$ cat src/sv/vnta_pkg.sv
// ----------------------------------------------------------------------------
// vnta_pkg
// Types and fixed constants shared by the vertex normal/tangent accumulator.
// ----------------------------------------------------------------------------
package vnta_pkg;

    // Width of every running sum and of the saturating adders.
    localparam int SUM_W      = 24;
    // Quotient bits kept by the divider; one more is computed to catch overflow.
    localparam int QW         = SUM_W + 1;
    // Width of the shared square-root / divide datapath.
    localparam int IW         = 64;
    localparam int CNT_W      = 6;
    localparam int SQRT_STEPS = 32;
    localparam logic [IW-1:0] SQRT_BIT0 = 64'h4000_0000_0000_0000;

    localparam logic [1:0] MODE_LOAD = 2'd0;
    localparam logic [1:0] MODE_TRI  = 2'd1;
    localparam logic [1:0] MODE_READ = 2'd2;

    localparam int MAC_W  = 32;
    localparam int PROD_W = 64;
    localparam int TAG_W  = 3;

    typedef struct packed {
        logic [1:0]         mode;
        logic [9:0]         vertex_index;
        logic [9:0]         corner_b;
        logic [9:0]         corner_c;
        logic signed [15:0] pos_x;
        logic signed [15:0] pos_y;
        logic signed [15:0] pos_z;
        logic [15:0]        tex_u;
        logic [15:0]        tex_v;
    } t_req;

    typedef struct packed {
        logic [9:0]            read_index;
        logic signed [SUM_W-1:0] normal_sum_x;
        logic signed [SUM_W-1:0] normal_sum_y;
        logic signed [SUM_W-1:0] normal_sum_z;
        logic signed [SUM_W-1:0] tangent_sum_x;
        logic signed [SUM_W-1:0] tangent_sum_y;
        logic signed [SUM_W-1:0] tangent_sum_z;
        logic                  tangent_fault;
    } t_res;

    typedef struct packed {
        logic signed [15:0] pos_x;
        logic signed [15:0] pos_y;
        logic signed [15:0] pos_z;
        logic [15:0]        tex_u;
        logic [15:0]        tex_v;
    } t_vtx;

    typedef struct packed {
        logic signed [SUM_W-1:0] nx;
        logic signed [SUM_W-1:0] ny;
        logic signed [SUM_W-1:0] nz;
        logic signed [SUM_W-1:0] tx;
        logic signed [SUM_W-1:0] ty;
        logic signed [SUM_W-1:0] tz;
    } t_sums;

    typedef enum logic {
        OP_SQRT,
        OP_DIV
    } t_iter_op;

    typedef struct packed {
        logic     start;
        t_iter_op op;
    } t_iter_ctl;

    typedef struct packed {
        logic             go;
        logic             first;
        logic             sub;
        logic             last;
        logic [TAG_W-1:0] tag;
    } t_mac_ctl;

    typedef struct packed {
        logic             valid;
        logic [TAG_W-1:0] tag;
    } t_mac_st;

endpackage

$ cat src/sv/vnta_mac.sv
// ----------------------------------------------------------------------------
// vnta_mac
// Shared signed multiply-accumulate: one registered product per cycle,
// accumulated or subtracted in the following cycle.
// ----------------------------------------------------------------------------
module vnta_mac import vnta_pkg::*; (
    input  logic                     i_clk,
    input  logic                     i_rst_n,
    input  t_mac_ctl                 i_ctl,
    input  logic signed [MAC_W-1:0]  i_a,
    input  logic signed [MAC_W-1:0]  i_b,
    output logic signed [PROD_W-1:0] o_acc,
    output t_mac_st                  o_st
);

    logic signed [PROD_W-1:0] r_prod;
    logic signed [PROD_W-1:0] r_acc;
    t_mac_ctl                 r_ctl;
    t_mac_st                  r_st;

    always_ff @(posedge i_clk) begin
        r_prod <= i_a * i_b;
        if (r_ctl.go) begin
            if (r_ctl.first) begin
                r_acc <= r_ctl.sub ? -r_prod : r_prod;
            end else begin
                r_acc <= r_ctl.sub ? r_acc - r_prod : r_acc + r_prod;
            end
        end
        if (!i_rst_n) begin
            r_ctl <= '0;
            r_st  <= '0;
        end else begin
            r_ctl       <= i_ctl;
            r_st.valid  <= r_ctl.go & r_ctl.last;
            r_st.tag    <= r_ctl.tag;
        end
    end

    assign o_acc = r_acc;
    assign o_st  = r_st;

endmodule

$ cat config.mk
export PLATFORM = sky130hd
export DESIGN_NAME = vnta_mac
export DESIGN_NICKNAME = d
export VERILOG_FILES = /design/src/sv/vnta_pkg.sv /design/src/sv/vnta_mac.sv
export SDC_FILE = /design/constraint.sdc
export NUM_CORES = 2
export LEC_CHECK = 0
export BUFFER_PORTS_ARGS = -buffer_cell sky130_fd_sc_hd__buf_4
export CORE_ASPECT_RATIO = 1.75
export CORE_MARGIN = 2
export CORE_UTILIZATION = 60
export CTS_CLUSTER_DIAMETER = 60
export DETAILED_ROUTE_END_ITERATION = 10
export PLACE_DENSITY_LB_ADDON = 0.2
export RECOVER_POWER = 50
export SLEW_MARGIN = 5
export SYNTH_ARGS = -nofsm -noshare
export SYNTH_HDL_FRONTEND = slang
export SYNTH_SLANG_ARGS = --single-unit
$ cat constraint.sdc
create_clock -name i_clk -period 20.1 [get_ports i_clk]
set_input_delay 3.015 -clock i_clk [delete_from_list [all_inputs] [get_ports i_clk]]
set_output_delay 3.015 -clock i_clk [all_outputs]
set_load 0.02 [all_outputs]
* Yosys cells after proc, flatten, opt, wreduce, memory -nomap -nowiden *
Cells that the tools add are included.

operators by class
  bitwise gates (word level) = 1
  $lt $le $gt $ge = 0
  reductions and logical operators = 0
  eq/ne operators = 0
  $mul = 1
  shift-type cells = 0
  divide/modulo/power cells = 0
  muxes and demuxes = 3
  add/sub/neg operators = 3

operator list
  kind              number
  $mux W64          3
  $add A64 B64 Y64  1
  $mul A32 B32 Y64  1
  $neg A64 Y64      1
  $sub A64 B64 Y64  1
  $and A1 B1 Y1     1

storage, ports and cells
  memories kept = 0
  register bits = 139
  latch bits = 0
  memory bits (read-only) = 0
  output and inout bits = 68
  word-level logic and storage cells = 17
  memory bits (writable) = 0

* Longest topological paths before layout *
  depth after elaboration = 3
  depth in mapped cells = 31

* Worst setup path after synthesis *
Ideal clock, no wire load.

  path type = in2reg
  start point = in i_b[3]
  end point = reg r_prod[63]
  setup slack = 9701 ps
  buffers on the path = 1
  stages on the path = 23
  data arrival time = 10277 ps
  path through = clkbuf_1 -> and2_1 -> fa_1 -> fa_1 -> fa_1 -> fa_1 -> inv_1 -> fa_1 -> inv_1 -> fa_1 -> inv_1 -> fa_1 -> inv_1 -> fa_1 -> ha_1 -> nor2b_1 -> or3_1 -> a211oi_1 -> o21ai_1 -> and3_1 -> nor4_1 -> o21bai_1 -> a221o_1

on the way
  cells in the longest elaborated chain, start to end = 1

ends and longest elaborated chain
  element                 RTL line        RTL
  start: declaration      vnta_mac.sv:11  input logic signed [MAC_W-1:0] i_b,
  $mul A32 B32 Y64        vnta_mac.sv:22  r_prod <= i_a * i_b;
  end signal: assignment  vnta_mac.sv:22
  end: declaration        vnta_mac.sv:16  logic signed [PROD_W-1:0] r_prod;

No other way between the ends.
A chain may end at the register's enable or synchronous reset.

* Final worst setup path *
  start point = in i_a[0]
  end point = reg r_prod[63]

on the way
  cells in the longest elaborated chain, start to end = 1

ends and longest elaborated chain
  element             RTL line        RTL
  start: declaration  vnta_mac.sv:10  input logic signed [MAC_W-1:0] i_a,
  $mul A32 B32 Y64    vnta_mac.sv:22

No other way between the ends.

==> flow_summary.yaml <==
cells_and_area:
  multi_input_area_um2: 37900
  drive_gt1_share_pct: 2.98
  syn2layout_area_growth_pct: 3.87
  fillers: 6640
  nets: 6354
  seq_area_um2: 3420
  layout_common_cells: "fa_1, inv_1, nand2_1, and2_1, ha_1"
  final_common_cell: "fa_1"
critical_path:
  reg2regPathDepth: 15
  start_kind: "input pin"
  rr_endpoint: "o_acc[62]$_DFFE_PP_"
  r2r-start: "r_ctl[4]$_SDFF_PN0_"
  critPathArrivalTime_ns: 11.87
  r2r_setup_slack_ns: 12.43
  crit_fanout: 32
  cp-end-kind: "register"
  required_ns: 20.44
  critical_path_class: "in2reg"
sta:
  rsz0062_at_grt: "false"
  worst_slew_pin_slew_ns: 4.12
  relSlewSlack_pct: -175
  finalCritPeriodShare_pct: 57.3
  fin_tns_setup_ns: 0
  clock_skew_ns: 0.0168
  timing.final.hold_violations: 0
  finalSetupViolCount: 0
  max_freq_mhz: 86.8
  slew_viol_final: 278
  fin_crit_ns: 11.52
clock_tree:
  cts_buffers: 17
  path_clk_slew_ns: 0.07
  cts_max_path_buffers: 2
  post_cts_buffers: 0
  clkLatencyLatePin_ns: 0.45
  cts_hold_buffers: 0
  cts_tree: "built"
  clock_sinks: 139
  root_buffer: "clkbuf_16"
  ctsHtreeMaxLevel: 4
  cts-resized-gates: 0
global_route:
  antenna_found_initial: 6
  grt_max_degree: 67
  busiest_layer: "met2"
  use_met2_pct: 65.4
  overflow: 0
  grt_usage_pct: 36.6
  grt_pass1_wl_um: 215000
  grtUsageMet3_pct: 5.16
  grt_use_met1_pct: 35.9
  first_global_vias: 39500
job:
  cap_violations: 5
hold_path:
  holdPathStages: 1
  worstHoldStart: "r_ctl[0]$_SDFF_PN0_"
  min_to: "o_st[0]$_SDFF_PN0_"
  hp-class: "reg2reg"
route:
  viasPerCell: 5.85
  drc: 0
  antenna_left: 0
  vias: 35000
  wl_per_cell_um: 22.7
  firstDrtPassIters: 5
  drt-initial-drc-count: 2155
  drt_wl_total_um: 136000
outcome:
  violations: "max-capacitance violations, max-slew violations"
  status: "finished, violations left"
synthesis:
  synth_ff_type: "dfxtp_1"
  syn_nets: 6443
  synth_edf_count: 64
  synth-async-reset-ratio_pct: 0
  syn_inst: 5039
  synth_warnings: 0
  synth_area_per_cell_um2: 9.14
  ys_seq_area_share_pct: 7.43
  ys_ff_latch: 139
  ys_types: 78
  syn_area_um2: 46100
placed_design:
  portBuffers: 140
  gp_congestion: 0.987
  hpwlAfterDp_um: 109000
floorplan:
  core_um2: 76100
  initial_core_util_pct: 60.5
  die_area_um2: 79100
  die_w_um: 213
  pin_count: 141
  num_rows: 134
  dieHeight_um: 371
==> registers in the layout, indices dropped and copies added (netlist names) <==
register,count
r_ctl,7
o_st,4
o_acc,64
r_prod,64
==> worst max-delay path by stage <==
stage	to	depth (start not counted)	from	slack [ns]
final	r_prod[63]$_DFF_P_	26	i_a[0]	8.58
after CTS	r_prod[63]$_DFF_P_	26	i_b[8]	8.91
after floorplan	r_prod[63]$_DFF_P_	23	i_b[3]	9.70
after detailed placement	r_prod[63]$_DFF_P_	26	i_b[8]	8.45
after global routing	r_prod[60]$_DFF_P_	27	i_a[0]	8.21
after global placement	r_prod[63]$_DFF_P_	26	i_b[8]	8.48
==> cell type report <==
class | instances | area share [%]
Antenna cell | 5 | 0.0261
Clock buffer | 18 | 0.941
Clock inverter | 14 | 0.222
Inverter | 995 | 7.81
Multi-Input combinational cell | 3651 | 79.3
Sequential cell | 139 | 7.16
Tap cell | 1020 | 2.67
Timing Repair Buffer | 146 | 1.88
==> critical path, stage by stage <==
cell and delay, ns:
clkbuf_1 1.28, nand2_1 0.19, fa_1 0.59, inv_1 0.06
fa_1 0.36, inv_1 0.08, fa_1 0.21, inv_1 0.08
fa_1 0.45, fa_1 0.49, ha_1 0.31, fa_1 0.49
inv_1 0.05, fa_1 0.47, inv_1 0.04, ha_1 0.45
and3_1 0.50, nand4_1 0.21, o21ai_1 0.79, a31o_2 0.36
a211oi_1 0.10, o21ai_1 0.28, and3_1 0.23, nor4_1 0.07
or3_1 0.37, a221o_1 0.31
==> through the flow <==
step                cells  cell area, um^2  hold WS [ns]  setup slack [ns]  utilization (%)
floorplan            5039            46100         0.412              9.70                -
global placement     5951            47500         0.420              8.48             62.4
detailed placement   5951            47500         0.422              8.45             62.4
CTS                  5983            48000         0.442              8.91             63.1
global route         5984            47800         0.461              8.21             62.8
finish               5988            47800         0.443              8.58             62.9
==> logic make-up (layout without fill, tap and decap cells) <==
| group | Yosys count | in the layout | share of synthesized area [%] |
|---|---|---|---|
| AND/OR/NAND/NOR | 1564 | 1564 | 16.9 |
| buffers and inverters | 1249 | 1173 | 10.2 |
| multiplexers | 7 | 7 | 0.158 |
| flip-flops | 139 | 139 | 7.43 |
| AO/OA/AOI/OAI | 504 | 504 | 6.88 |
| other | 0 | 5 | 0 |
| XOR/XNOR | 245 | 245 | 4.66 |
| adder cells (fa/ha/maj) | 1331 | 1331 | 53.8 |
==> cells in the mapped netlist (all sizes together), types with 4 or more instances <==
| cell | count | area share, % |
|---|---|---|
| a31oi | 24 | 0.33 |
| nor3 | 34 | 0.37 |
| inv | 994 | 8.1 |
| edfxtp | 64 | 4.2 |
| or2 | 12 | 0.16 |
| o21bai | 22 | 0.36 |
| a311oi | 7 | 0.13 |
| a311o | 5 | 0.11 |
| o21a | 15 | 0.24 |
| xor2 | 71 | 1.3 |
| or3 | 19 | 0.27 |
| and3 | 21 | 0.29 |
| dfxtp | 75 | 3.3 |
| ha | 248 | 6.7 |
| a21o | 83 | 1.4 |
| xnor2 | 174 | 3.3 |
| nor2 | 175 | 1.4 |
| o31ai | 8 | 0.13 |
| a211oi | 17 | 0.28 |
| nand3 | 21 | 0.23 |
| nor2b | 16 | 0.22 |
| a21oi | 143 | 1.6 |
| o211ai | 9 | 0.15 |
| fa | 1083 | 47 |
| nand2 | 635 | 5.2 |
| mux2i | 5 | 0.11 |
| and2 | 527 | 7.2 |
| buf | 13 | 0.13 |
| a21boi | 6 | 0.098 |
| nor4 | 16 | 0.28 |
| nand2b | 44 | 0.60 |
| or4 | 9 | 0.15 |
| nand4 | 21 | 0.29 |
| o21ai | 124 | 1.3 |
| o2111ai | 4 | 0.076 |
| clkbuf | 241 | 2.0 |
| o221ai | 4 | 0.076 |
==> per-layer routing <==
metal  part of all wire, %  vias to the layer above
li1                      -                    15000
met1                    31                    17700
met2                    51                     1620
met3                   5.9                      759
met4                    12                        4
met5                 0.019                        -
Power is not shown: default switching activity piles up to over one toggle a cycle in this logic, so the estimate is an artifact.
