$ cat src/sv/vnta_pkg.sv
// ----------------------------------------------------------------------------
// vnta_pkg
// Types and fixed constants shared by the vertex normal/tangent accumulator.
// ----------------------------------------------------------------------------
package vnta_pkg;

    // Width of every running sum and of the saturating adders.
    localparam int SUM_W      = 24;
    // Quotient bits kept by the divider; one more is computed to catch overflow.
    localparam int QW         = SUM_W + 1;
    // Width of the shared square-root / divide datapath.
    localparam int IW         = 64;
    localparam int CNT_W      = 6;
    localparam int SQRT_STEPS = 32;
    localparam logic [IW-1:0] SQRT_BIT0 = 64'h4000_0000_0000_0000;

    localparam logic [1:0] MODE_LOAD = 2'd0;
    localparam logic [1:0] MODE_TRI  = 2'd1;
    localparam logic [1:0] MODE_READ = 2'd2;

    localparam int MAC_W  = 32;
    localparam int PROD_W = 64;
    localparam int TAG_W  = 3;

    typedef struct packed {
        logic [1:0]         mode;
        logic [9:0]         vertex_index;
        logic [9:0]         corner_b;
        logic [9:0]         corner_c;
        logic signed [15:0] pos_x;
        logic signed [15:0] pos_y;
        logic signed [15:0] pos_z;
        logic [15:0]        tex_u;
        logic [15:0]        tex_v;
    } t_req;

    typedef struct packed {
        logic [9:0]            read_index;
        logic signed [SUM_W-1:0] normal_sum_x;
        logic signed [SUM_W-1:0] normal_sum_y;
        logic signed [SUM_W-1:0] normal_sum_z;
        logic signed [SUM_W-1:0] tangent_sum_x;
        logic signed [SUM_W-1:0] tangent_sum_y;
        logic signed [SUM_W-1:0] tangent_sum_z;
        logic                  tangent_fault;
    } t_res;

    typedef struct packed {
        logic signed [15:0] pos_x;
        logic signed [15:0] pos_y;
        logic signed [15:0] pos_z;
        logic [15:0]        tex_u;
        logic [15:0]        tex_v;
    } t_vtx;

    typedef struct packed {
        logic signed [SUM_W-1:0] nx;
        logic signed [SUM_W-1:0] ny;
        logic signed [SUM_W-1:0] nz;
        logic signed [SUM_W-1:0] tx;
        logic signed [SUM_W-1:0] ty;
        logic signed [SUM_W-1:0] tz;
    } t_sums;

    typedef enum logic {
        OP_SQRT,
        OP_DIV
    } t_iter_op;

    typedef struct packed {
        logic     start;
        t_iter_op op;
    } t_iter_ctl;

    typedef struct packed {
        logic             go;
        logic             first;
        logic             sub;
        logic             last;
        logic [TAG_W-1:0] tag;
    } t_mac_ctl;

    typedef struct packed {
        logic             valid;
        logic [TAG_W-1:0] tag;
    } t_mac_st;

endpackage

$ cat src/sv/vnta_iter_unit.sv
// ----------------------------------------------------------------------------
// vnta_iter_unit
// Shared compare-subtract-shift unit: bit-serial integer square root or
// restoring division, one result bit per cycle.
// ----------------------------------------------------------------------------
module vnta_iter_unit import vnta_pkg::*; (
    input  logic          i_clk,
    input  logic          i_rst_n,
    input  t_iter_ctl     i_ctl,
    input  logic [IW-1:0] i_arg_a,
    input  logic [IW-1:0] i_arg_b,
    output logic          o_done,
    output logic [IW-1:0] o_result
);

    logic [IW-1:0]    r_rem;
    logic [IW-1:0]    r_arg;
    logic [IW-1:0]    r_res;
    logic [CNT_W-1:0] r_cnt;
    logic             r_busy;
    logic             r_done;
    t_iter_op         r_op;

    logic [IW-1:0] w_sub;
    logic [IW:0]   w_diff;
    logic          w_ge;

    // In the root loop the trial bit never overlaps the partial root,
    // so an OR forms their sum.
    assign w_sub  = (r_op == OP_SQRT) ? (r_res | r_arg) : r_arg;
    assign w_diff = {1'b0, r_rem} - {1'b0, w_sub};
    assign w_ge   = ~w_diff[IW];

    always_ff @(posedge i_clk) begin
        if (!i_rst_n) begin
            r_busy <= 1'b0;
            r_done <= 1'b0;
        end else begin
            r_done <= 1'b0;
            if (i_ctl.start) begin
                r_op   <= i_ctl.op;
                r_rem  <= i_arg_a;
                r_res  <= '0;
                r_busy <= 1'b1;
                if (i_ctl.op == OP_SQRT) begin
                    r_arg <= SQRT_BIT0;
                    r_cnt <= CNT_W'(SQRT_STEPS - 1);
                end else begin
                    r_arg <= i_arg_b << QW;
                    r_cnt <= CNT_W'(QW);
                end
            end else if (r_busy) begin
                if (w_ge) begin
                    r_rem <= w_diff[IW-1:0];
                end
                if (r_op == OP_SQRT) begin
                    r_res <= w_ge ? ((r_res >> 1) | r_arg) : (r_res >> 1);
                    r_arg <= r_arg >> 2;
                end else begin
                    r_res <= {r_res[IW-2:0], w_ge};
                    r_arg <= r_arg >> 1;
                end
                if (r_cnt == '0) begin
                    r_busy <= 1'b0;
                    r_done <= 1'b1;
                end else begin
                    r_cnt <= r_cnt - 1'b1;
                end
            end
        end
    end

    assign o_done   = r_done;
    assign o_result = r_res;

endmodule

$ cat config.mk
export PLATFORM = sky130hd
export DESIGN_NAME = vnta_iter_unit
export DESIGN_NICKNAME = d
export VERILOG_FILES = /design/src/sv/vnta_pkg.sv /design/src/sv/vnta_iter_unit.sv
export SDC_FILE = /design/constraint.sdc
export NUM_CORES = 1
export LEC_CHECK = 0
export BUFFER_PORTS_ARGS = -buffer_cell sky130_fd_sc_hd__buf_2
export CORE_MARGIN = 2
export CORE_UTILIZATION = 30
export CTS_BUF_LIST = sky130_fd_sc_hd__clkbuf_2 sky130_fd_sc_hd__clkbuf_4 sky130_fd_sc_hd__clkbuf_8
export CTS_CLUSTER_DIAMETER = 30
export DETAILED_ROUTE_END_ITERATION = 16
export PLACE_DENSITY = 0.55
export SLEW_MARGIN = 25
export SYNTH_ARGS = -nofsm -noshare
export SYNTH_HDL_FRONTEND = slang
export SYNTH_SLANG_ARGS = --single-unit
$ cat constraint.sdc
create_clock -name i_clk -period 7.23 [get_ports i_clk]
set_input_delay 0.3615 -clock i_clk [delete_from_list [all_inputs] [get_ports i_clk]]
set_output_delay 0.3615 -clock i_clk [all_outputs]
set_load 0.02 [all_outputs]
Word-level counts from Yosys, hierarchy flattened
Cells that the tools add are included.
Widths: inputs -> output; s select.
{ "classes": {"reduce_logical": 7, "add_sub_neg": 2, "n_bitwise": 5, "eq_ne": 2, "n_mux": 19} }
{ "ops": {"columns": ["op", "count"], "rows": [
  ["$mux 64", 10],
  ["$sub 64x64->65", 1],
  ["$or 63x64->64", 1],
  ["$or 64x64->64", 1],
  ["$mux 63", 1],
  ["$mux 6", 3],
  ["$logic_not 6->1", 1],
  ["$reduce_and 3->1", 2],
  ["$sub 6x1->6 const B", 1],
  ["$mux 1", 4],
  ["$ne 2x2->1 const B", 2],
  ["$reduce_and 2->1", 2],
  ["$mux 3", 1],
  ["$not 1->1", 3],
  ["$reduce_or 3->1", 1],
  ["$reduce_bool 2->1", 1]
]} }
{ "word_totals": {"output_inout_bits": 65, "wordCells": 42, "ff_bits": 201, "input_bits": 132} }

Logic depth before layout (Yosys ltp)
Gate-level depths: netlist of run 1.
{ "logic_depth": {"word_depth": 6, "depth_mapped": 18} }

Least setup slack after synthesis of run 1
No wires, ideal clock.
{ "synth_path": {"path_type": "reg2reg", "start": "register r_op", "end": "register r_rem[0], enable pin", "n_path_buf": 4, "setup_ps": 507, "path_stages_with_launch": 18, "setup_slack_ps": 266, "t_arrival_ps": 6457, "path_cell_list": "edfxtp_1 -> inv_1 -> clkbuf_1 -> clkbuf_1 -> a21oi_1 -> ha_1 -> nor2b_1 -> o2111ai_1 -> a21oi_2 -> o21ai_2 -> a2111oi_4 -> o211ai_2 -> a21oi_2 -> or2_1 -> a221oi_2 -> buf_6 -> buf_6 -> a21oi_1"} }
{ "synth_between": {"elab_chain_cells": 4} }
{ "synth_lines": {"columns": ["element", "line", "text"], "rows": [
  ["from (decl)", "vnta_iter_unit.sv:22", "t_iter_op r_op;"],
  ["from (signal assigned)", "vnta_iter_unit.sv:41", "r_op <= i_ctl.op;"],
  ["$mux 64", "vnta_iter_unit.sv:30", "assign w_sub = (r_op == OP_SQRT) ? (r_res | r_arg) : r_arg;"],
  ["$sub 64x64->65", "vnta_iter_unit.sv:31", "assign w_diff = {1'b0, r_rem} - {1'b0, w_sub};"],
  ["$ne 2x2->1 (no source line)", null, null],
  ["$reduce_and 3->1 (no source line)", null, null],
  ["to (signal assigned)", "vnta_iter_unit.sv:42", "r_rem <= i_arg_a;"],
  ["to (signal assigned)", "vnta_iter_unit.sv:54", "r_rem <= w_diff[IW-1:0];"],
  ["to (decl)", "vnta_iter_unit.sv:16", "logic [IW-1:0] r_rem;"]
]} }
No other way between the ends.
A chain may end at the register's enable or synchronous reset.

Final worst setup path of run 1
{ "layout_path": {"start": "register r_op", "end": "register r_res[39] (netlist: o_result[39]) (data pin)"} }
{ "layout_between": {"elab_chain_cells": 5} }
{ "layout_lines": {"columns": ["element", "line", "text"], "rows": [
  ["$mux 64", "vnta_iter_unit.sv:30", null],
  ["$sub 64x64->65", "vnta_iter_unit.sv:31", null],
  ["$mux 64", "vnta_iter_unit.sv:57", "r_res <= w_ge ? ((r_res >> 1) | r_arg) : (r_res >> 1);"],
  ["$mux 64 *", "vnta_iter_unit.sv:56", "if (r_op == OP_SQRT) begin"],
  ["$mux 64 *", "vnta_iter_unit.sv:52", "end else if (r_busy) begin"],
  ["to (signal assigned)", "vnta_iter_unit.sv:57", null],
  ["to (signal assigned)", "vnta_iter_unit.sv:60", "r_res <= {r_res[IW-2:0], w_ge};"],
  ["to (decl)", "vnta_iter_unit.sv:18", "logic [IW-1:0] r_res;"]
]} }
Mark *: on every way between the ends. The rest lies on a longest branch, timed or not. The select of a mux whose other input is x is not followed.

==> results.sh, run 1 <==
export IMPL_min_path_type="in2reg"
export IMPL_io_pins=197
export IMPL_grt_pass1_vias=12230
export IMPL_cts_path_max_buffers=3
export IMPL_grt_max_degree=191
export IMPL_routed_via_density=5.345
export IMPL_via_count=12420
export IMPL_required_ps=7540
export IMPL_worst_slew_pin_slew_ps=1253
export IMPL_placed_area_um2=15320
export IMPL_antenna_cells=0
export IMPL_grtUsageTotal=0.1708
export IMPL_root_buffer="clkbuf_8"
export IMPL_maxClockFrequency_mhz=192.8
export IMPL_place_ws_ps=2021
export IMPL_period_minus_slack_ps=5187
export IMPL_setup_tns_final_ps=0
export IMPL_power_density_nw_per_um2=252.7
export IMPL_fin_ws_ps=2043
export IMPL_wl_per_cell_um=18.11
export IMPL_clkTransAtPathRegs_ps=50
export IMPL_initial_core_util=0.3022
export IMPL_synth_nets=1688
export IMPL_drt_iter0_markers=864
export IMPL_yosysMostFrequentCell="edfxtp_1"
export IMPL_fp_dieArea_um2=48440
export IMPL_drt_first_pass_iters=5
export IMPL_place_congestion=0.8908
export IMPL_path_max_fanout=64
export IMPL_drv_cap=0
export IMPL_finalHoldViolCount=0
export IMPL_die_w_um=220.1
export IMPL_core_um2=46360
export IMPL_synth_top_cell_area_share=0.4266
export IMPL_cts_tree="yes"
export IMPL_fin_area_um2=17030
export IMPL_synth_top_area_cell="edfxtp_1"
export IMPL_final_antenna_net_count=0
export IMPL_std_cell_rows=79
export IMPL_netlist_top_cells_count="edfxtp_1, nand2_1, a21oi_1, o21ai_0, clkbuf_1"
export IMPL_yosys_register_bits=201
export IMPL_peakVddDrop_uv=240.1
export IMPL_drv_slew=0
export IMPL_p_leak_nw=7.155
export IMPL_gr_total_overflow=0
export IMPL_drive_gt1_frac=0.1899
export IMPL_period_share=0.7174
export IMPL_remaining_drc_errors=0
export IMPL_clock_sinks=201
export IMPL_syn_to_final_growth_pct=21.55
export IMPL_synth_edf_count=199
export IMPL_grt_pass1_wl_um=65560
export IMPL_slew_headroom=0.1645
export IMPL_place_hpwl_um=28590
export IMPL_fin_util=0.3673
export IMPL_cts_htree_levels=3
export IMPL_worstPathArrival_ps=5500
export IMPL_routed_wl_um=42080
export IMPL_rsz0062_at_grt="false"
export IMPL_synthCells=1489
export IMPL_synth_seq_area_share=0.4294
export IMPL_yosysUniqueCellTypes=65
export IMPL_crit_type="reg2reg"
export IMPL_cts_resized=0
export IMPL_fin_skew_ps=42.67
export IMPL_endpoint_kind="flip-flop"
export IMPL_synthArstFlopShare=0
export IMPL_netlist_area_um2=14010
export IMPL_die_h_um=220.1
export IMPL_ys_warn_count=0
export IMPL_synth_ff_type="edfxtp_1"
export IMPL_layout_nets=1866
export IMPL_status="completed"
export IMPL_clk_latency_ps=620
export IMPL_synthTopCellsByArea="edfxtp_1, ha_1, a21oi_1, o21ai_0, mux2i_1"
export IMPL_final_setup_viol_count=0
export IMPL_design_power_total_w=0.004302
export IMPL_critPathLaunchType="flip-flop"
export IMPL_avgSynthCellArea_um2=9.408
export IMPL_post_cts_buffers=0
export IMPL_cts_buffers=67
export IMPL_portBuffers=171
export IMPL_antenna_found_initial=1
## worst max-delay path, stage by stage (launching register included)
cell and delay (ps):
edfxtp_1 430, clkinv_2 300, buf_4 470, a21oi_1 150, ha_1 360, a21oi_1 210, o21ai_0 150, a21oi_1 230
o221ai_1 210, or2_0 300, o211ai_2 260, a21oi_2 150, or2_1 320, a221oi_4 340, buf_4 780, o41ai_1 140
## through the flow
stage | hold WS, ps | std cells
after floorplan | 410.6 | 1489
after global placement | 420.6 | 2168
after detailed placement | 429.8 | 2168
after CTS | 1.814 | 2324
after global routing | 13.85 | 2324
final | 47.82 | 2324
## flip-flops by register name, indices dropped and copies added (netlist names)
register and count:
o_done 1, o_result 64, r_arg 64, r_busy 1
r_cnt 6, r_op 1, r_rem 64
## where the power goes
part           internal [W]  total [W]  switching (W)  leakage (nW)
Combinational      0.000393    0.00104       0.000649          4.51
Sequential          0.00142    0.00150      0.0000753          1.93
Clock               0.00109    0.00176       0.000671         0.710
Total               0.00291    0.00430        0.00140          7.15
## final timing paths
kind                            startpoint      endpoint  slack, ps  depth (start not counted)
worst min-delay path            i_arg_a[7]      r_rem[7]         50                          3
worst min register to register      r_busy        o_done        430                          2
worst max register to register        r_op  o_result[39]       2040                         15
worst max-delay path                  r_op  o_result[39]       2040                         15
## what timing repair did
action / 4_1_cts / 5_1_grt
hold endpoints to repair: 37 / 0
setup endpoints to repair: 0 / 0
hold buffers: 37 / 0
## final cells by class
type	instances	area, um2
Clock inverter	37	295.3
Inverter	87	331.6
Fill cell	4711	29330
Timing Repair Buffer	219	1355
Tap cell	607	759.5
Sequential cell	201	6016
Clock buffer	82	1041
Multi-Input combinational cell	1091	7229
## cells by family (layout without fill, tap and decap cells)
kind of cell	Yosys count	after routing	synth area share
simple gates	380	380	0.1258
buf+inv	197	425	0.05609
mux	63	63	0.04537
flops	201	201	0.4294
fa+ha+maj	67	67	0.06038
xor+xnor	58	58	0.03626
compound gates	523	523	0.2467
## placed cells by master, fill, tap and decap left out, types with 16 or more instances in the layout
master | netlist | routed
edfxtp_1 | 199 | 199
buf_2 | 4 | 170
nand2_1 | 163 | 163
a21oi_1 | 149 | 148
o21ai_0 | 132 | 132
inv_1 | 87 | 84
nor2_1 | 77 | 77
and3_1 | 72 | 72
a31oi_1 | 69 | 69
clkbuf_8 | 0 | 69
ha_1 | 66 | 66
mux2i_1 | 62 | 62
o41ai_1 | 45 | 45
dlygate4sd3_1 | 0 | 37
a21o_1 | 34 | 34
xnor2_1 | 31 | 31
xor2_1 | 27 | 27
nand4_1 | 21 | 21
o41ai_2 | 19 | 19
o21bai_1 | 17 | 17
clkinv_1 | 0 | 16
## routing by layer
metal  global-route usage  vias to the layer above  share of wire  wire length, um
met1               0.2328                     6024           0.47            19910
met2               0.2704                      331           0.46            19230
met5                    0                        -        0.00031               13
met3              0.03796                       67          0.050             2107
met4              0.04966                        2          0.019              820
li1                     -                     5998              -                -
Power figures use the tool's default switching activity.
==> run 2: changes to the inputs <==
- PLACE_DENSITY: 0.55 -> 0.53
- clock period: 7.23 -> 5.41 ns (I/O delays scaled with it)
==> run 2 against run 1 <==
  * Hold slack better by 1.8 ps
  * Power is 35% higher
  * Final cell count is 2.6% higher
  * Core utilization is 1.4 points higher
  * Final area is 3.9% higher
  * Routed wire length is 0.65% higher
  * Sequential share of layout area is 1.3 points lower
  * Worst setup slack worse by 1500 ps
==> results.sh, run 2 (synthesized netlist as in run 1, its figures left out) <==
export IMPL_period_share=0.8932
export IMPL_cp_common_cell="a21oi_1"
export IMPL_period_minus_slack_ps=4832
export IMPL_met2_usage=0.2749
export IMPL_worst_slew_pin_slew_ps=1289
export IMPL_use_met1=0.2392
export IMPL_register_area_um2=6016
export IMPL_drive_gt1_frac=0.1811
export IMPL_crit_type="reg2reg"
export IMPL_antenna_found_initial=0
export IMPL_setup_tns_final_ps=0
export IMPL_grt_pass1_vias=12310
export IMPL_hold_worst_slack_ps=49.64
export IMPL_remaining_drc_errors=0
export IMPL_std_cell_rows=79
export IMPL_maxClockFrequency_mhz=206.9
export IMPL_crit_chain="clkinv_2, buf_4, a21oi_1, ha_1, a21oi_1, o21ai_1, a21oi_1, o221ai_1, or2_0, o211ai_2, a21oi_2, or2_1, a221oi_4, buf_12, o41ai_1"
export IMPL_grt_busiest_layer="met2"
export IMPL_drt_iter0_markers=946
export IMPL_grt_use_met3=0.03437
export IMPL_slew_headroom=0.1405
export IMPL_final_setup_viol_count=0
export IMPL_fp_dieArea_um2=48440
export IMPL_core_um2=46360
export IMPL_post_cts_buffers=0
export IMPL_final_cell_mix="edfxtp_1, buf_2, nand2_1"
export IMPL_grt_pass1_wl_um=66620
export IMPL_drv_slew=0
export IMPL_die_w_um=220.1
export IMPL_required_ps=5750
export IMPL_status="completed"
export IMPL_final_antenna_net_count=0
export IMPL_wl_per_cell_um=17.76
export IMPL_initial_core_util=0.3022
export IMPL_layout_commonest_cell="edfxtp_1"
export IMPL_cts_buffers=60
export IMPL_cp_slowest_cell="edfxtp_1"
export IMPL_placed_cells=2172
export IMPL_root_buffer="clkbuf_8"
export IMPL_syn_to_final_growth_pct=26.23
export IMPL_clkTransAtPathRegs_ps=50
export IMPL_grtUsageTotal=0.1737
export IMPL_cts_path_max_buffers=3
export IMPL_peakVddDrop_uv=234.0
export IMPL_crit_family="compound AO/OA/AOI/OAI gates"
export IMPL_gr_total_overflow=0
export IMPL_layout_nets=1927
export IMPL_layout_cells_non_filler=2385
export IMPL_path_max_fanout=64
export IMPL_endpoint_kind="flip-flop"
export IMPL_critPathBufInv=3
export IMPL_cts_tree="yes"
export IMPL_io_pins=197
export IMPL_min_path_type="in2reg"
export IMPL_max_stage_delay_ps=410
export IMPL_p_leak_nw=7.403
export IMPL_drt_first_pass_iters=5
export IMPL_antenna_cells=0
export IMPL_finalHoldViolCount=0
export IMPL_clk_latency_ps=640
export IMPL_routed_via_density=5.260
export IMPL_cts_htree_levels=2
export IMPL_worstPathArrival_ps=5170
export IMPL_fillers=4711
export IMPL_drv_cap=0
export IMPL_multiInputGateArea_um2=7229
export IMPL_place_hpwl_um=28890
export IMPL_clock_sinks=201
export IMPL_portBuffers=171
export IMPL_die_h_um=220.1
export IMPL_grt_max_degree=191
export IMPL_routed_wl_um=42350
export IMPL_place_congestion=0.8517
export IMPL_rsz0062_at_grt="false"
export IMPL_via_count=12540
export IMPL_fin_skew_ps=23.82
export IMPL_power_density_nw_per_um2=327.9
export IMPL_critPathLaunchType="flip-flop"
-- run 2: final cells by class --
type                            instances  share of cell area
Multi-Input combinational cell       1091              0.4088
Tap cell                              607             0.04295
Timing Repair Buffer                  287              0.1153
Inverter                               87             0.01875
Sequential cell                       201              0.3402
Clock inverter                         41             0.02264
Clock buffer                           71             0.05137
-- run 2: worst paths after layout --
| check | from | end | slack, ps | cells after the start |
|---|---|---|---|---|
| setup / recovery | r_op | o_result[5] | 580 | 15 |
| hold / removal | i_arg_b[37] | r_arg[62] | 50 | 3 |
| setup reg to reg | r_op | o_result[5] | 580 | 15 |
| hold reg to reg | r_busy | o_done | 480 | 2 |
-- run 2: metal layers --
| metal | wire (um) | vias up |
|---|---|---|
| met4 | 946 | 0 |
| li1 | - | 6111 |
| met3 | 2434 | 68 |
| met2 | 19280 | 355 |
| met1 | 19690 | 6010 |
| met5 | 0 | - |
-- run 2: tightest hold or removal path: stages --
cell     delay, ps
buf_2          100
inv_1           50
a31oi_1         90
-- run 2: repair_timing --
item / 4_1_cts / 5_1_grt
endpoints found under the hold margin: 101 / 0
setup endpoints to repair: 0 / 0
gates resized for setup: 0 / 0
hold buffers: 101 / 0
-- run 2: through the flow --
stage	power, W	setup WS, ps	utilization	area [um2]
2_1_floorplan	0.003017	584.9	-	14020
3_3_place_gp	0.003395	717.3	0.3314	15360
3_5_place_dp	0.003410	665.2	0.3314	15360
4_1_cts	0.005860	648.9	0.3814	17680
5_1_grt	0.006118	309.6	0.3814	17680
6_report	0.005798	577.9	0.3814	17680
-- run 2: where the power goes --
group          internal (W)  switching [W]
combinational      0.000564       0.000882
clock               0.00149       0.000866
sequential          0.00190      0.0000996
==> run 3: changes to the inputs <==
- MAX_ROUTING_LAYER: default -> met4
==> run 3 against run 2 <==
  * Count of clock-buffer cells in the layout stayed put
  * Final area stayed put
  * Global-route usage is 0.51 points higher
  * Fmax is 0.33% higher
  * Die area stayed put
  * Flip-flop and latch count stayed put
  * First-iteration DRC count is 5.6% lower
  * Routed wire length is 0.22% higher
  * Sequential share of layout area stayed put
  * Via count is 0.33% higher
  * Hold slack better by 1.8 ps
  * Largest cell class unchanged
  * Highest routed layer unchanged
==> results.sh, run 3 (synthesized netlist as in run 1, its figures left out) <==
export IMPL_gr_total_overflow=0
export IMPL_drive_gt1_frac=0.1811
export IMPL_p_leak_nw=7.403
export IMPL_cts_htree_levels=2
export IMPL_place_hpwl_um=28890
export IMPL_std_cell_rows=79
export IMPL_via_count=12590
export IMPL_grt_pass1_wl_um=66700
export IMPL_slew_headroom=0.1132
export IMPL_worst_slew_pin_slew_ps=1330
export IMPL_die_w_um=220.1
export IMPL_drv_cap=0
export IMPL_rsz0062_at_grt="false"
export IMPL_clkTransAtPathRegs_ps=50
export IMPL_clk_latency_ps=640
export IMPL_final_setup_viol_count=0
export IMPL_peakVddDrop_uv=234.2
export IMPL_remaining_drc_errors=0
export IMPL_path_max_fanout=64
export IMPL_grt_max_degree=191
export IMPL_period_share=0.8903
export IMPL_critPathLaunchType="flip-flop"
export IMPL_clock_sinks=201
export IMPL_die_h_um=220.1
export IMPL_power_density_nw_per_um2=328.0
export IMPL_routed_wl_um=42450
export IMPL_grt_pass1_vias=12310
export IMPL_crit_type="reg2reg"
export IMPL_drt_first_pass_iters=5
export IMPL_min_path_type="in2reg"
export IMPL_worstPathArrival_ps=5140
export IMPL_antenna_cells=0
export IMPL_fin_skew_ps=24.47
export IMPL_grtUsageTotal=0.1788
export IMPL_antenna_found_initial=0
export IMPL_setup_tns_final_ps=0
export IMPL_initial_core_util=0.3022
export IMPL_endpoint_kind="flip-flop"
export IMPL_cts_path_max_buffers=3
export IMPL_fp_dieArea_um2=48440
export IMPL_portBuffers=171
export IMPL_final_cell_mix="edfxtp_1, buf_2, nand2_1"
export IMPL_syn_to_final_growth_pct=26.23
export IMPL_layout_commonest_cell="edfxtp_1"
export IMPL_drt_iter0_markers=893
export IMPL_required_ps=5730
export IMPL_routed_via_density=5.277
export IMPL_root_buffer="clkbuf_8"
export IMPL_core_um2=46360
export IMPL_status="completed"
export IMPL_wl_per_cell_um=17.80
export IMPL_cts_resized=0
export IMPL_fin_ws_ps=593.6
export IMPL_period_minus_slack_ps=4816
export IMPL_cts_tree="yes"
export IMPL_finalHoldViolCount=0
export IMPL_fillers=4711
export IMPL_place_congestion=0.8652
export IMPL_cts_buffers=60
export IMPL_io_pins=197
export IMPL_drv_slew=0
export IMPL_layout_nets=1927
export IMPL_maxClockFrequency_mhz=207.6
export IMPL_final_antenna_net_count=0
export IMPL_place_ws_ps=665.2
[run 3: cell counts in the layout (fill, tap and decap cells not counted)]
Identical to the previous run, type by type.
[run 3: layer usage]
layer  vias up  part of all wire  global-route usage
li1       6116                 -                   -
met1      6020              0.47              0.2403
met4         0             0.022             0.05123
met3        70             0.055             0.03271
met2       379              0.45              0.2751
met5         -                 0                   -
[run 3: repair_timing]
action,4_1_cts,5_1_grt
hold endpoints to repair,101,0
hold buffers,101,0
setup buffers,0,0
[run 3: metrics by stage]
stage / std cells / area (um2) / utilization / hold slack (ps) / total power (W)
after floorplan: 1489 / 14020 / - / 369.4 / 0.003017
after global placement: 2172 / 15360 / 0.3314 / 469.2 / 0.003395
after detailed placement: 2172 / 15360 / 0.3314 / 472.5 / 0.003410
after CTS: 2385 / 17680 / 0.3814 / 9.120 / 0.005860
after global routing: 2385 / 17680 / 0.3814 / 17.48 / 0.006118
final: 2385 / 17680 / 0.3814 / 51.41 / 0.005800
[run 3: final cells by class]
class / count / area (um2) / share of cell area
multi-input cells: 1091 / 7229 / 0.4088
flip-flops and latches: 201 / 6016 / 0.3402
repair buffers: 287 / 2038 / 0.1153
clock buffers: 71 / 908.4 / 0.05137
well taps: 607 / 759.5 / 0.04295
clock inverters: 41 / 400.4 / 0.02264
inverters: 87 / 331.6 / 0.01875
[run 3: worst max-delay path: stages, from the launching register on]
cell and delay [ps]:
edfxtp_1 410, clkinv_2 400, buf_4 410, a21oi_1 190, ha_1 340, a21oi_1 210
o21ai_1 100, a21oi_1 180, o221ai_1 230, or2_0 310, o211ai_2 260, a21oi_2 150
or2_1 310, a221oi_4 410, buf_12 370, o41ai_1 120
[run 3: worst paths after layout]
path	slack (ps)	cells past startpoint	startpoint	to
setup / recovery	590	15	r_op	o_result[39]
hold / removal	50	3	i_arg_a[59]	r_rem[59]
setup reg to reg	590	15	r_op	o_result[39]
hold reg to reg	490	2	r_busy	o_done
[run 3: power by group]
part	internal, W	total [W]	switching [W]	leakage [nW]
logic	0.000564	0.00145	0.000884	4.80
clock network	0.00149	0.00235	0.000865	0.666
registers	0.00190	0.00200	0.0000995	1.93
total	0.00395	0.00580	0.00185	7.40
